## src/progress_target_watchdog_unit_defines.svh

```systemverilog
// assertion macros for the progress target watchdog
`ifndef PROGRESS_TARGET_WATCHDOG_UNIT_DEFINES_SVH
`define PROGRESS_TARGET_WATCHDOG_UNIT_DEFINES_SVH
`ifndef SYNTH
`define PTW_ASSERT(lbl, prop, msg) \
    lbl: assert property (@(posedge clk) disable iff (!rst_n) prop) else $error(msg);
`define PTW_ASSERT_IMPLIES(lbl, pre, post, msg) \
    lbl: assert property (@(posedge clk) disable iff (!rst_n) (pre) |-> (post)) else $error(msg);
`else
`define PTW_ASSERT(lbl, prop, msg)
`define PTW_ASSERT_IMPLIES(lbl, pre, post, msg)
`endif
`endif

```

## src/ptw_pkg.sv

```systemverilog
// shared types, codes and constant functions for the progress target watchdog
package ptw_pkg;

    localparam int DATE_W      = 32;
    localparam int TIME_W      = 64;
    localparam int RUN_DAYS_W  = 20;
    localparam int TIMEOUT_W   = 17;
    localparam int LIMIT_W     = 37;
    localparam int DAYS_MAX    = 1000000;
    localparam int TIMEOUT_MAX = 86400;
    localparam int US_PER_SEC  = 1000000;

    localparam logic CMD_ARM     = 1'b0;
    localparam logic CMD_OBSERVE = 1'b1;

    localparam logic [1:0] PAUSE_RUNNING = 2'd0;
    localparam logic [1:0] PAUSE_PAUSED  = 2'd1;

    typedef enum logic [2:0] {
        ACT_CONTINUE = 3'd0,
        ACT_COMPLETE = 3'd1,
        ACT_FAIL     = 3'd2,
        ACT_ARMED    = 3'd3,
        ACT_REJECT   = 3'd4
    } action_t;

    typedef enum logic [3:0] {
        CAUSE_NONE             = 4'd0,
        CAUSE_BAD_COND         = 4'd1,
        CAUSE_DAYS_RANGE       = 4'd2,
        CAUSE_BAD_TARGET       = 4'd3,
        CAUSE_UNAVAILABLE      = 4'd4,
        CAUSE_BAD_PAUSE        = 4'd5,
        CAUSE_ENDED            = 4'd6,
        CAUSE_INVARIANT        = 4'd7,
        CAUSE_REGRESSED        = 4'd8,
        CAUSE_OVERSHOOT        = 4'd9,
        CAUSE_TIMEOUT          = 4'd10,
        CAUSE_UNEXPECTED_PAUSE = 4'd11
    } cause_t;

    typedef enum logic [2:0] {
        CFG_START_DATE    = 3'd0,
        CFG_HAS_DAYS      = 3'd1,
        CFG_RUN_DAYS      = 3'd2,
        CFG_HAS_TARGET    = 3'd3,
        CFG_TARGET_GOAL   = 3'd4,
        CFG_TIMEOUT_SECS  = 3'd5,
        CFG_START_TIME_US = 3'd6
    } cfg_index_t;

    typedef struct packed {
        logic                     ok;
        cause_t                   cause;
        logic signed [DATE_W-1:0] goal;
        logic [LIMIT_W-1:0]       limit_us;
    } arm_check_t;

    function automatic int trailing_zeros(int v);
        int   n;
        logic done;
        n    = 0;
        done = 1'b0;
        for (int i = 0; i < 16; i++)
        begin
            if (!done)
            begin
                if (((v >>> i) & 1) != 0)
                    done = 1'b1;
                else
                    n = n + 1;
            end
        end
        return n;
    endfunction

    // inverse of an odd number modulo 2^32 by newton steps
    function automatic logic [31:0] odd_inverse(logic [31:0] o);
        logic [31:0] x;
        x = o;
        for (int i = 0; i < 5; i++)
        begin
            x = x * (32'd2 - o * x);
        end
        return x;
    endfunction

endpackage

```

## src/progress_target_watchdog_unit.sv

```systemverilog
// progress target watchdog: run monitor with arm and observe commands
//
//  channel  | direction | handshake            | payload
//  ---------+-----------+----------------------+--------------------------------------
//  input    | in        | in_valid / in_stall  | cmd, tool_available, date_present,
//           |           |                      | obs_date, pause_code, ended,
//           |           |                      | checks_ok, now_us
//  output   | out       | out_valid / out_stall| action, cause
//  config   | in        | wr_en                | wr_index, wr_data
//
//  one word per cycle while in_stall is low; a word is held in the input register,
//  then its result is held in the result register, where it is ready to be taken
//  the run state updates as a word moves from input to result register
//  reset clears configuration, run state and both valid flags
//  out_stall holds the result register and backs up into in_stall only when
//  the input register is also full
`include "progress_target_watchdog_unit_defines.svh"

module progress_target_watchdog_unit #(
    parameter int UNITS_PER_DAY = 24
) (
    input  logic                                clk,
    input  logic                                rst_n,
    input  logic                                in_valid,
    output logic                                in_stall,
    input  logic                                cmd,
    input  logic                                tool_available,
    input  logic                                date_present,
    input  logic signed [ptw_pkg::DATE_W-1:0]   obs_date,
    input  logic [1:0]                          pause_code,
    input  logic                                ended,
    input  logic                                checks_ok,
    input  logic [ptw_pkg::TIME_W-1:0]          now_us,
    output logic                                out_valid,
    input  logic                                out_stall,
    output logic [2:0]                          action,
    output logic [3:0]                          cause,
    input  logic                                wr_en,
    input  logic [2:0]                          wr_index,
    input  logic [ptw_pkg::TIME_W-1:0]          wr_data
);

    localparam int DW = ptw_pkg::DATE_W;
    localparam int TW = ptw_pkg::TIME_W;

    // configuration
    logic signed [DW-1:0]               start_date_reg;
    logic                               has_days_reg;
    logic [ptw_pkg::RUN_DAYS_W-1:0]     run_days_reg;
    logic                               has_target_reg;
    logic signed [DW-1:0]               target_goal_reg;
    logic [ptw_pkg::TIMEOUT_W-1:0]      timeout_secs_reg;
    logic [TW-1:0]                      start_time_us_reg;

    // input register
    logic                               in_valid_reg;
    logic                               cmd_reg;
    logic                               tool_available_reg;
    logic                               date_present_reg;
    logic signed [DW-1:0]               obs_date_reg;
    logic [1:0]                         pause_code_reg;
    logic                               ended_reg;
    logic                               checks_ok_reg;
    logic [TW-1:0]                      now_us_reg;

    // run state
    logic                               running_reg;
    logic                               running_next;
    logic signed [DW-1:0]               goal_date_reg;
    logic signed [DW-1:0]               goal_date_next;
    logic signed [DW-1:0]               last_date_reg;
    logic signed [DW-1:0]               last_date_next;
    logic                               pause_at_goal_reg;
    logic                               pause_at_goal_next;
    logic [ptw_pkg::LIMIT_W-1:0]        limit_us_reg;
    logic [ptw_pkg::LIMIT_W-1:0]        limit_us_next;
    logic [TW-1:0]                      start_us_reg;
    logic [TW-1:0]                      start_us_next;

    // result register
    logic                               out_valid_reg;
    ptw_pkg::action_t                   action_reg;
    ptw_pkg::action_t                   action_next;
    ptw_pkg::cause_t                    cause_reg;
    ptw_pkg::cause_t                    cause_next;

    logic                               advance;
    logic                               fire;
    logic                               paused;
    logic [TW:0]                        elapsed;
    logic                               past_limit;
    ptw_pkg::arm_check_t                arm_res;

    assign advance   = !out_valid_reg || !out_stall;
    assign fire      = in_valid_reg && advance;
    assign in_stall  = in_valid_reg && !advance;
    assign out_valid = out_valid_reg;
    assign action    = action_reg;
    assign cause     = cause_reg;

    ptw_arm_check #(
        .UNITS_PER_DAY (UNITS_PER_DAY)
    ) u_arm_check (
        .start_date   (start_date_reg),
        .has_days     (has_days_reg),
        .run_days     (run_days_reg),
        .has_target   (has_target_reg),
        .target_goal  (target_goal_reg),
        .timeout_secs (timeout_secs_reg),
        .result       (arm_res)
    );

    always_ff @(posedge clk or negedge rst_n)
    begin
        if (!rst_n)
        begin
            start_date_reg    <= '0;
            has_days_reg      <= 1'b0;
            run_days_reg      <= '0;
            has_target_reg    <= 1'b0;
            target_goal_reg   <= '0;
            timeout_secs_reg  <= '0;
            start_time_us_reg <= '0;
        end
        else if (wr_en)
        begin
            unique case (wr_index)
                ptw_pkg::CFG_START_DATE:    start_date_reg    <= wr_data[DW-1:0];
                ptw_pkg::CFG_HAS_DAYS:      has_days_reg      <= wr_data[0];
                ptw_pkg::CFG_RUN_DAYS:      run_days_reg      <= wr_data[ptw_pkg::RUN_DAYS_W-1:0];
                ptw_pkg::CFG_HAS_TARGET:    has_target_reg    <= wr_data[0];
                ptw_pkg::CFG_TARGET_GOAL:   target_goal_reg   <= wr_data[DW-1:0];
                ptw_pkg::CFG_TIMEOUT_SECS:  timeout_secs_reg  <= wr_data[ptw_pkg::TIMEOUT_W-1:0];
                ptw_pkg::CFG_START_TIME_US: start_time_us_reg <= wr_data;
                default:                    ;
            endcase
        end
    end

    always_ff @(posedge clk or negedge rst_n)
    begin
        if (!rst_n)
            in_valid_reg <= 1'b0;
        else if (!in_stall)
            in_valid_reg <= in_valid;
    end

    always_ff @(posedge clk)
    begin
        if (in_valid && !in_stall)
        begin
            cmd_reg            <= cmd;
            tool_available_reg <= tool_available;
            date_present_reg   <= date_present;
            obs_date_reg       <= obs_date;
            pause_code_reg     <= pause_code;
            ended_reg          <= ended;
            checks_ok_reg      <= checks_ok;
            now_us_reg         <= now_us;
        end
    end

    assign paused     = (pause_code_reg == ptw_pkg::PAUSE_PAUSED);
    assign elapsed    = {1'b0, now_us_reg} - {1'b0, start_us_reg};
    assign past_limit = elapsed[TW] || (elapsed[TW-1:0] >= TW'(limit_us_reg));

    always_comb
    begin
        running_next       = running_reg;
        goal_date_next     = goal_date_reg;
        last_date_next     = last_date_reg;
        pause_at_goal_next = pause_at_goal_reg;
        limit_us_next      = limit_us_reg;
        start_us_next      = start_us_reg;
        action_next        = ptw_pkg::ACT_CONTINUE;
        cause_next         = ptw_pkg::CAUSE_NONE;
        if (cmd_reg == ptw_pkg::CMD_ARM)
        begin
            running_next = 1'b0;
            if (arm_res.ok)
            begin
                running_next       = 1'b1;
                goal_date_next     = arm_res.goal;
                last_date_next     = start_date_reg;
                pause_at_goal_next = 1'b0;
                limit_us_next      = arm_res.limit_us;
                start_us_next      = start_time_us_reg;
                action_next        = ptw_pkg::ACT_ARMED;
            end
            else
            begin
                action_next = ptw_pkg::ACT_REJECT;
                cause_next  = arm_res.cause;
            end
        end
        else if (running_reg)
        begin
            action_next  = ptw_pkg::ACT_FAIL;
            running_next = 1'b0;
            priority if (!tool_available_reg || !date_present_reg)
                cause_next = ptw_pkg::CAUSE_UNAVAILABLE;
            else if (pause_code_reg > ptw_pkg::PAUSE_PAUSED)
                cause_next = ptw_pkg::CAUSE_BAD_PAUSE;
            else if (ended_reg)
                cause_next = ptw_pkg::CAUSE_ENDED;
            else if (!checks_ok_reg)
                cause_next = ptw_pkg::CAUSE_INVARIANT;
            else if (obs_date_reg < last_date_reg)
                cause_next = ptw_pkg::CAUSE_REGRESSED;
            else
            begin
                last_date_next = obs_date_reg;
                priority if (obs_date_reg > goal_date_reg)
                    cause_next = ptw_pkg::CAUSE_OVERSHOOT;
                else if (obs_date_reg == goal_date_reg)
                begin
                    priority if (paused && pause_at_goal_reg)
                        action_next = ptw_pkg::ACT_COMPLETE;
                    else if (past_limit)
                        cause_next = ptw_pkg::CAUSE_TIMEOUT;
                    else
                    begin
                        action_next        = ptw_pkg::ACT_CONTINUE;
                        running_next       = 1'b1;
                        pause_at_goal_next = paused;
                    end
                end
                else if (paused)
                    cause_next = ptw_pkg::CAUSE_UNEXPECTED_PAUSE;
                else if (past_limit)
                    cause_next = ptw_pkg::CAUSE_TIMEOUT;
                else
                begin
                    action_next  = ptw_pkg::ACT_CONTINUE;
                    running_next = 1'b1;
                end
            end
        end
    end

    always_ff @(posedge clk or negedge rst_n)
    begin
        if (!rst_n)
        begin
            running_reg       <= 1'b0;
            goal_date_reg     <= '0;
            last_date_reg     <= '0;
            pause_at_goal_reg <= 1'b0;
            limit_us_reg      <= '0;
            start_us_reg      <= '0;
        end
        else if (fire)
        begin
            running_reg       <= running_next;
            goal_date_reg     <= goal_date_next;
            last_date_reg     <= last_date_next;
            pause_at_goal_reg <= pause_at_goal_next;
            limit_us_reg      <= limit_us_next;
            start_us_reg      <= start_us_next;
        end
    end

    always_ff @(posedge clk or negedge rst_n)
    begin
        if (!rst_n)
            out_valid_reg <= 1'b0;
        else if (advance)
            out_valid_reg <= in_valid_reg;
    end

    always_ff @(posedge clk)
    begin
        if (fire)
        begin
            action_reg <= action_next;
            cause_reg  <= cause_next;
        end
    end

    `PTW_ASSERT_IMPLIES(a_start_is_armed, $rose(running_reg),
        out_valid_reg && action_reg == ptw_pkg::ACT_ARMED,
        "run started without an armed word")
    `PTW_ASSERT_IMPLIES(a_stop_has_end, $fell(running_reg),
        out_valid_reg && (action_reg == ptw_pkg::ACT_COMPLETE
            || action_reg == ptw_pkg::ACT_FAIL || action_reg == ptw_pkg::ACT_REJECT),
        "run stopped without an ending word")
    `PTW_ASSERT_IMPLIES(a_cause_only_on_error,
        out_valid_reg && action_reg != ptw_pkg::ACT_FAIL && action_reg != ptw_pkg::ACT_REJECT,
        cause_reg == ptw_pkg::CAUSE_NONE, "cause set on a non error word")
    `PTW_ASSERT_IMPLIES(a_no_stall_when_empty, !out_valid_reg, !in_stall,
        "input stalled with an empty result register")
    `PTW_ASSERT_IMPLIES(a_state_holds_idle, !$past(fire),
        $stable(running_reg) && $stable(last_date_reg), "run state moved without a word")

endmodule

```

## src/ptw_arm_check.sv

```systemverilog
// goal and timeout validation for the arm command
module ptw_arm_check #(
    parameter int UNITS_PER_DAY = 24
) (
    input  logic signed [ptw_pkg::DATE_W-1:0]   start_date,
    input  logic                                has_days,
    input  logic [ptw_pkg::RUN_DAYS_W-1:0]      run_days,
    input  logic                                has_target,
    input  logic signed [ptw_pkg::DATE_W-1:0]   target_goal,
    input  logic [ptw_pkg::TIMEOUT_W-1:0]       timeout_secs,
    output ptw_pkg::arm_check_t                 result
);

    localparam int UPD_W   = $clog2(UNITS_PER_DAY + 1);
    localparam int PROD_W  = ptw_pkg::RUN_DAYS_W + UPD_W;
    localparam int SUM_W   = ((PROD_W > ptw_pkg::DATE_W) ? PROD_W : ptw_pkg::DATE_W) + 2;
    localparam int DW      = ptw_pkg::DATE_W;
    localparam int UPD_TZ  = ptw_pkg::trailing_zeros(UNITS_PER_DAY);
    localparam int UPD_ODD = UNITS_PER_DAY >> UPD_TZ;
    localparam logic [DW-1:0] ODD_INV   = ptw_pkg::odd_inverse(DW'(UPD_ODD));
    localparam logic [DW-1:0] ODD_LIMIT = DW'(64'h0000_0000_FFFF_FFFF / UPD_ODD);
    localparam logic [DW-1:0] TZ_MASK   = DW'((64'd1 << UPD_TZ) - 64'd1);

    logic                    cond_bad;
    logic                    days_bad;
    logic [PROD_W-1:0]       days_prod;
    logic signed [SUM_W-1:0] days_tgt;
    logic                    days_fit;
    logic signed [DW:0]      tdiff;
    logic                    tdiff_pos;
    logic [DW-1:0]           odd_part;
    logic [DW-1:0]           odd_prod;
    logic                    div_ok;

    assign cond_bad = (has_days == has_target)
                   || (timeout_secs < ptw_pkg::TIMEOUT_W'(1))
                   || (timeout_secs > ptw_pkg::TIMEOUT_W'(ptw_pkg::TIMEOUT_MAX));
    assign days_bad = (run_days < ptw_pkg::RUN_DAYS_W'(1))
                   || (run_days > ptw_pkg::RUN_DAYS_W'(ptw_pkg::DAYS_MAX));

    assign days_prod = PROD_W'(run_days) * PROD_W'(UNITS_PER_DAY);
    assign days_tgt  = SUM_W'(start_date) + $signed(SUM_W'(days_prod));
    assign days_fit  = (days_tgt[SUM_W-1:DW-1] == '0) || (days_tgt[SUM_W-1:DW-1] == '1);

    assign tdiff     = (DW+1)'(target_goal) - (DW+1)'(start_date);
    assign tdiff_pos = !tdiff[DW] && (tdiff[DW-1:0] != '0);
    assign odd_part  = tdiff[DW-1:0] >> UPD_TZ;
    assign odd_prod  = odd_part * ODD_INV;
    assign div_ok    = ((tdiff[DW-1:0] & TZ_MASK) == '0) && (odd_prod <= ODD_LIMIT);

    always_comb
    begin
        result.ok       = 1'b0;
        result.cause    = ptw_pkg::CAUSE_NONE;
        result.goal     = target_goal;
        result.limit_us = ptw_pkg::LIMIT_W'(timeout_secs)
                        * ptw_pkg::LIMIT_W'(ptw_pkg::US_PER_SEC);
        if (cond_bad)
        begin
            result.cause = ptw_pkg::CAUSE_BAD_COND;
        end
        else if (has_days)
        begin
            if (days_bad)
                result.cause = ptw_pkg::CAUSE_DAYS_RANGE;
            else if (!days_fit)
                result.cause = ptw_pkg::CAUSE_BAD_TARGET;
            else
            begin
                result.ok   = 1'b1;
                result.goal = days_tgt[DW-1:0];
            end
        end
        else
        begin
            if (!tdiff_pos || !div_ok)
                result.cause = ptw_pkg::CAUSE_BAD_TARGET;
            else
                result.ok = 1'b1;
        end
    end

endmodule
```

## config.mk

```make
export PLATFORM = sky130hd
export DESIGN_NAME = progress_target_watchdog_unit
export DESIGN_NICKNAME = d
export VERILOG_FILES = /design/src/ptw_pkg.sv /design/src/progress_target_watchdog_unit.sv /design/src/ptw_arm_check.sv
export VERILOG_INCLUDE_DIRS = /design/src /design/src/src
export SDC_FILE = /design/constraint.sdc
export NUM_CORES = 2
export LEC_CHECK = 0
export BUFFER_PORTS_ARGS = -buffer_cell sky130_fd_sc_hd__buf_2
export CELL_PAD_IN_SITES_DETAIL_PLACEMENT = 0
export CELL_PAD_IN_SITES_GLOBAL_PLACEMENT = 1
export CORE_UTILIZATION = 30
export CTS_BUF_LIST = sky130_fd_sc_hd__clkbuf_4
export DETAILED_ROUTE_END_ITERATION = 8
export PLACE_DENSITY = 0.62
export SLEW_MARGIN = 20
export SYNTH_ARGS = -nofsm -noshare
export SYNTH_HDL_FRONTEND = slang
export SYNTH_HIERARCHICAL = 1
export SYNTH_SLANG_ARGS = --single-unit
```

## constraint.sdc

```tcl
create_clock -name clk -period 9.6 [get_ports clk]
set_input_delay 0.96 -clock clk [delete_from_list [all_inputs] [get_ports clk]]
set_output_delay 0.96 -clock clk [all_outputs]
set_load 0.05 [all_outputs]
```

## Word level (Yosys, flattened, before mapping)

Index checks and enable logic that the tools add are counted.

- Eq/ne operators: 20
- Add/sub/neg operators: 3
- Bitwise operators: 1
- Reduce and logical (&&, ||, !) cells: 38
- Multiplexer cells: 72
- $lt $le $gt $ge: 9
- Multiply operators: 3

Operator list:

| operator | number |
|---|---|
| $mux W32 | 12 |
| $sub A64 B64 Y65 | 1 |
| $ge A64 B37 Y1 | 1 |
| $mux W4 | 15 |
| $add A32 B26 Y33 | 1 |
| $mux W3 | 11 |
| $sub A32 B32 Y33 | 1 |
| $eq A32 B32 Y1 | 1 |
| $gt A32 B32 Y1 | 1 |
| $le A32 B31 Y1 const B | 1 |
| $logic_not A32 Y1 | 1 |
| $lt A32 B32 Y1 | 1 |
| $mul A29 B32 Y32 const B | 1 |
| $reduce_bool A32 Y1 | 1 |
| $mul A17 B14 Y31 const B | 1 |
| $mux W1 | 29 |
| $mul A20 B2 Y22 const B | 1 |
| $gt A20 B20 Y1 const B | 1 |
| $lt A20 B1 Y1 const B | 1 |
| $gt A17 B17 Y1 const B | 1 |
| $lt A17 B1 Y1 const B | 1 |
| $ne A2 B2 Y1 const B | 7 |
| $reduce_and A2 Y1 | 7 |
| $eq A3 B3 Y1 const B | 4 |
| 17 further kinds | 44 |

- Register bits after elaboration: 440
- Logic and storage cells: 171
- Bits of input ports: 175
- Output and inout port bits: 9

## Logic depth before layout (Yosys ltp)

- Depth after elaboration: 14
- Gate-level depth with buffers: 45
- Gate-level depth less buffers: 42

## Hierarchy

The synthesis kept the hierarchy.

Modules (own cells, without submodules):

| module | times used | area an instance (um^2) | cells an instance |
|---|---|---|---|
| progress_target_watchdog_unit | 1 | 23914.2 | 2132 |
| ptw_arm_check | 1 | 15962.8 | 1840 |

## Worst setup path after synthesis

Ideal clock, no wire load.

- Kind: reg2reg
- Start: register start_date_reg[0]
- End: register goal_date_reg[0]
- Arrival: 10090 ps
- Cell stages (with the launch flop): 40
- Library setup time: 125 ps
- Setup slack: -614 ps
- Cells stage by stage: dfrtp_1 -> ha_1 -> fa_1 -> nor2b_1 -> o31ai_1 -> a2111oi_2 -> o21ai_1 -> a21oi_1 -> a31oi_1 -> xnor2_1 -> ha_1 -> inv_1 -> fa_1 -> fa_1 -> inv_1 -> fa_1 -> fa_1 -> fa_1 -> [4 not listed] -> ha_1 -> inv_1 -> o21bai_1 -> a21oi_1 -> nor2b_1 -> o21ai_0 -> nand2b_1 -> o31a_1 -> a211oi_1 -> a2bb2oi_1 -> o211ai_1 -> a221o_1 -> nand2b_1 -> nand2b_1 -> clkbuf_1 -> clkbuf_1 -> clkbuf_1 -> mux2_2

RTL lines:

| item | RTL line | source |
|---|---|---|
| from (decl) | progress_target_watchdog_unit.sv:47 | `logic signed [DW-1:0] start_date_reg;` |
| from (signal assigned) | progress_target_watchdog_unit.sv:128 | `ptw_pkg::CFG_START_DATE: start_date_reg <= wr_data[DW-1:0];` |
| to (signal assigned) | progress_target_watchdog_unit.sv:255 | `goal_date_reg <= goal_date_next;` |
| to (decl) | progress_target_watchdog_unit.sv:69 | `logic signed [DW-1:0] goal_date_reg;` |

==> summary.txt <==
Status
  • Outcome: complete, no violations

Timing
  • Slew Viols, Final: 0
  • Final Hold Viols: 0
  • Post-route minimum period: ~9500 ps
  • Final Cycle Share: 0.994
  • Rel. slew slack: 0.335
  • RSZ-0062 raised after global routing: yes
  • Count of final setup violators: 0
  • Measured slew at the worst slew-check pin: about 1000 ps
  • Achievable frequency: roughly 100 MHz
  • Final Skew: between 70 and 80 ps

Detailed routing
  • Post-DRT Antenna Nets: 0
  • Routed vias/inst: just under 5
  • WL/cell: ~19 um
  • Vias: between 30k and 40k
  • Final wirelength: between 100,000 and 150,000 um
  • Initial DRC count: 1,631
  • DR pass1 iterations: 5
  • Remaining DRCs: 0

Finish
  • Area Overhead vs Synth: 27.6%
  • Commonest non-fill, non-tap cell in the layout: inv_1
  • Share of layout cells above drive strength 1: 0.285
  • Leading cell types in the layout, fill and taps excluded: inv_1, ha_1, dfrtp_1, buf_4, a21oi_1
  • Filler cell count: between 10k and 15k
  • Final Cell Area: 0.0509 mm2
  • Final nets: around 5.6k

Synthesis
  • Multiplexer area fraction after synthesis: 0.102
  • Mapped Area: between 0.03 and 0.04 mm2
  • Synth unique cells: around 100
  • Yosys top cell by area: dfrtp_1
  • Cells after synthesis: around 4k
  • Largest family of logic cells by synthesized area: adder cells
  • Top FF cell, synth: dfrtp_1
  • Sequential share of the synthesized area: 0.294
  • Post-Synth Simple-Gate Area: 0.0958
  • Top cell type's share of synthesized area: 0.211
  • FF+latch count, synth: 446
  • Post-synth ARST share: 0.753
  • Adder and majority gate portion of the synthesized area: 0.273
  • Mean Syn Cell Area: 10.0 um2
  • Xor/xnor cell area share of the yosys netlist: 0.0349
  • Post-synth EDFFs: 110
  • Top post-synthesis cells by area: dfrtp_1, ha_1, fa_1
  • Synth Area in Compound Gates: 0.132
  • Synth warn: 6

GRT
  • Antenna violations before repair: 17
  • Total Routing Usage GR: 0.186
  • First-pass GRT wire length: between 150,000 and 200,000 um
  • Largest net degree at the start of global routing: about 120
  • Vias in the first global route: between 30k and 40k
  • Overflow after GRT: 0

Floorplan
  • Initial Util: 0.303
  • Num rows: around 130
  • DIE HEIGHT: roughly 370 um
  • Number of top-level pins: between 150 and 200
  • Die area: roughly 0.13 mm2
  • Die width: 367 um
  • CORE AREA: 0.132 mm2

Setup path
  • Crit path capture: start_us_reg[5]
  • CP most frequent cell: fa_1
  • Worst Setup End Kind: flop
  • Crit path from: target_goal_reg[0]
  • Data arrival, critical path: 10,460 ps
  • Crit-path max cell delay: between 500 and 600 ps
  • Critical path type: reg2reg
  • R2r setup slk: approximately 57 ps
  • FF-to-FF Start: target_goal_reg[0]
  • Slowest stage cell, crit path: fa_1
  • Critical Path RT: about 11,000 ps
  • Worst Reg-to-Reg Cells: 43
  • Maximum fanout along the worst path: 7
  • Worst setup SP type: flop
  • RR Endpoint: start_us_reg[5]

Place
  • IO buf count: 183
  • Placed Area: approximately 0.045 mm2
  • Detail Placement HPWL: just under 100,000 um
  • RePlAce Congestion: approximately 0.89

Clock network
  • CTS tree: yes
  • Clock tree sinks: 446
  • H-tree depth: 4
  • CTS buffer count: 130
  • Root Buffer: clkbuf_4
  • Later-pin clock latency in the skew report: 1090 ps
  • CTS clk-pin slew, worst paths: approximately 60 ps
  • Clk buf depth: 3

Hold path
  • Hold Crit Class: in2reg

Flow run
  • Max_cap viols: 0
[routing by layer]
layer | global-route usage | wire length (um) | vias to the layer above
li1 | - | - | 15440
met1 | 0.247 | 58900 | 15743
met2 | 0.307 | 59900 | 605
met3 | 0.0306 | 4830 | 163
met4 | 0.0587 | 3430 | 0
met5 | 0 | 0 | -
[area by class of cell]
class                      count  area (um2)  area share
multi-input combinational   2832       27300       0.537
sequential                   446       11700       0.230
timing repair buffer         692        5650       0.111
tap                         1755        2200      0.0432
inverter                     582        2190      0.0431
clock buffer                 182        1370      0.0269
clock inverter                48         437     0.00858
antenna                       11        27.5    0.000541
[cells in the mapped netlist (48+ instances only)]
master / instances
inv_1: 582
ha_1: 548
dfrtp_1: 336
mux2_2: 305
a21oi_1: 240
nor2_1: 213
fa_1: 202
nand2_1: 174
o21ai_0: 124
edfxtp_1: 110
xnor2_1: 105
clkbuf_1: 86
nand4_1: 75
a21o_1: 71
nand3_1: 57
nor3_1: 56
xor2_1: 54
o21a_1: 48
[logic make-up (layout without fill, tap and decap cells)]
logic type	Yosys count	count (layout)
AO/OA/AOI/OAI	785	785
buffers and inverters	701	1504
XOR/XNOR	159	159
flip-flops	446	446
multiplexers	366	366
other	1	19
AND/OR/NAND/NOR	764	764
adder cells (fa/ha/maj)	750	750
[worst min-delay path by stage]
| stage | endpoint | from | slack, ps | cells after the start |
|---|---|---|---|---|
| CTS | obs_date_reg[10] | obs_date[10] | 1 | 1 |
| floorplan | out_valid | in_valid_reg | 460 | 1 |
| finish | start_time_us_reg[59] | wr_data[59] | 150 | 2 |
| global route | start_time_us_reg[59] | wr_data[59] | 30 | 2 |
| global placement | start_us_reg[30] | start_time_us_reg[30] | 480 | 1 |
| detailed placement | start_us_reg[24] | start_time_us_reg[24] | 490 | 1 |
[stage by stage]
stage               std cells  hold slack, ps  setup slack (ps)  TNS, ps   util
global placement         6100             480              -403   -52290  0.342
finish                   6548             152              57.1        0  0.387
floorplan                3979             463             -50.6    -3390      -
CTS                      6501            1.24             -65.1    -2210  0.375
detailed placement       6100             485              -506   -74910  0.342
global route             6544            27.3              -403   -53300  0.386
[critical path, delay by kind of cell (launching register included)]
kind / cells / cell delay, ps
AOI/OAI and AO/OA: 12 / 2340
adders and majority gates: 11 / 3910
and+or+nand+nor: 5 / 800
DFF: 1 / 360
muxes: 1 / 290
buffers and inverters: 13 / 1520
xor gates and xnor gates: 1 / 160
[timing repair]
item	4_1_cts	5_1_grt
pin swaps	103	110
buffers inserted	54	29
resized for setup	194	265
endpoints found under the setup margin	169	172
hold endpoints to repair	206	0
cloned	2	14
hold buffers	118	0
Power is left out: the tool's default activity adds up to more than one toggle a clock period on the data nets, which glitch-free logic cannot reach.
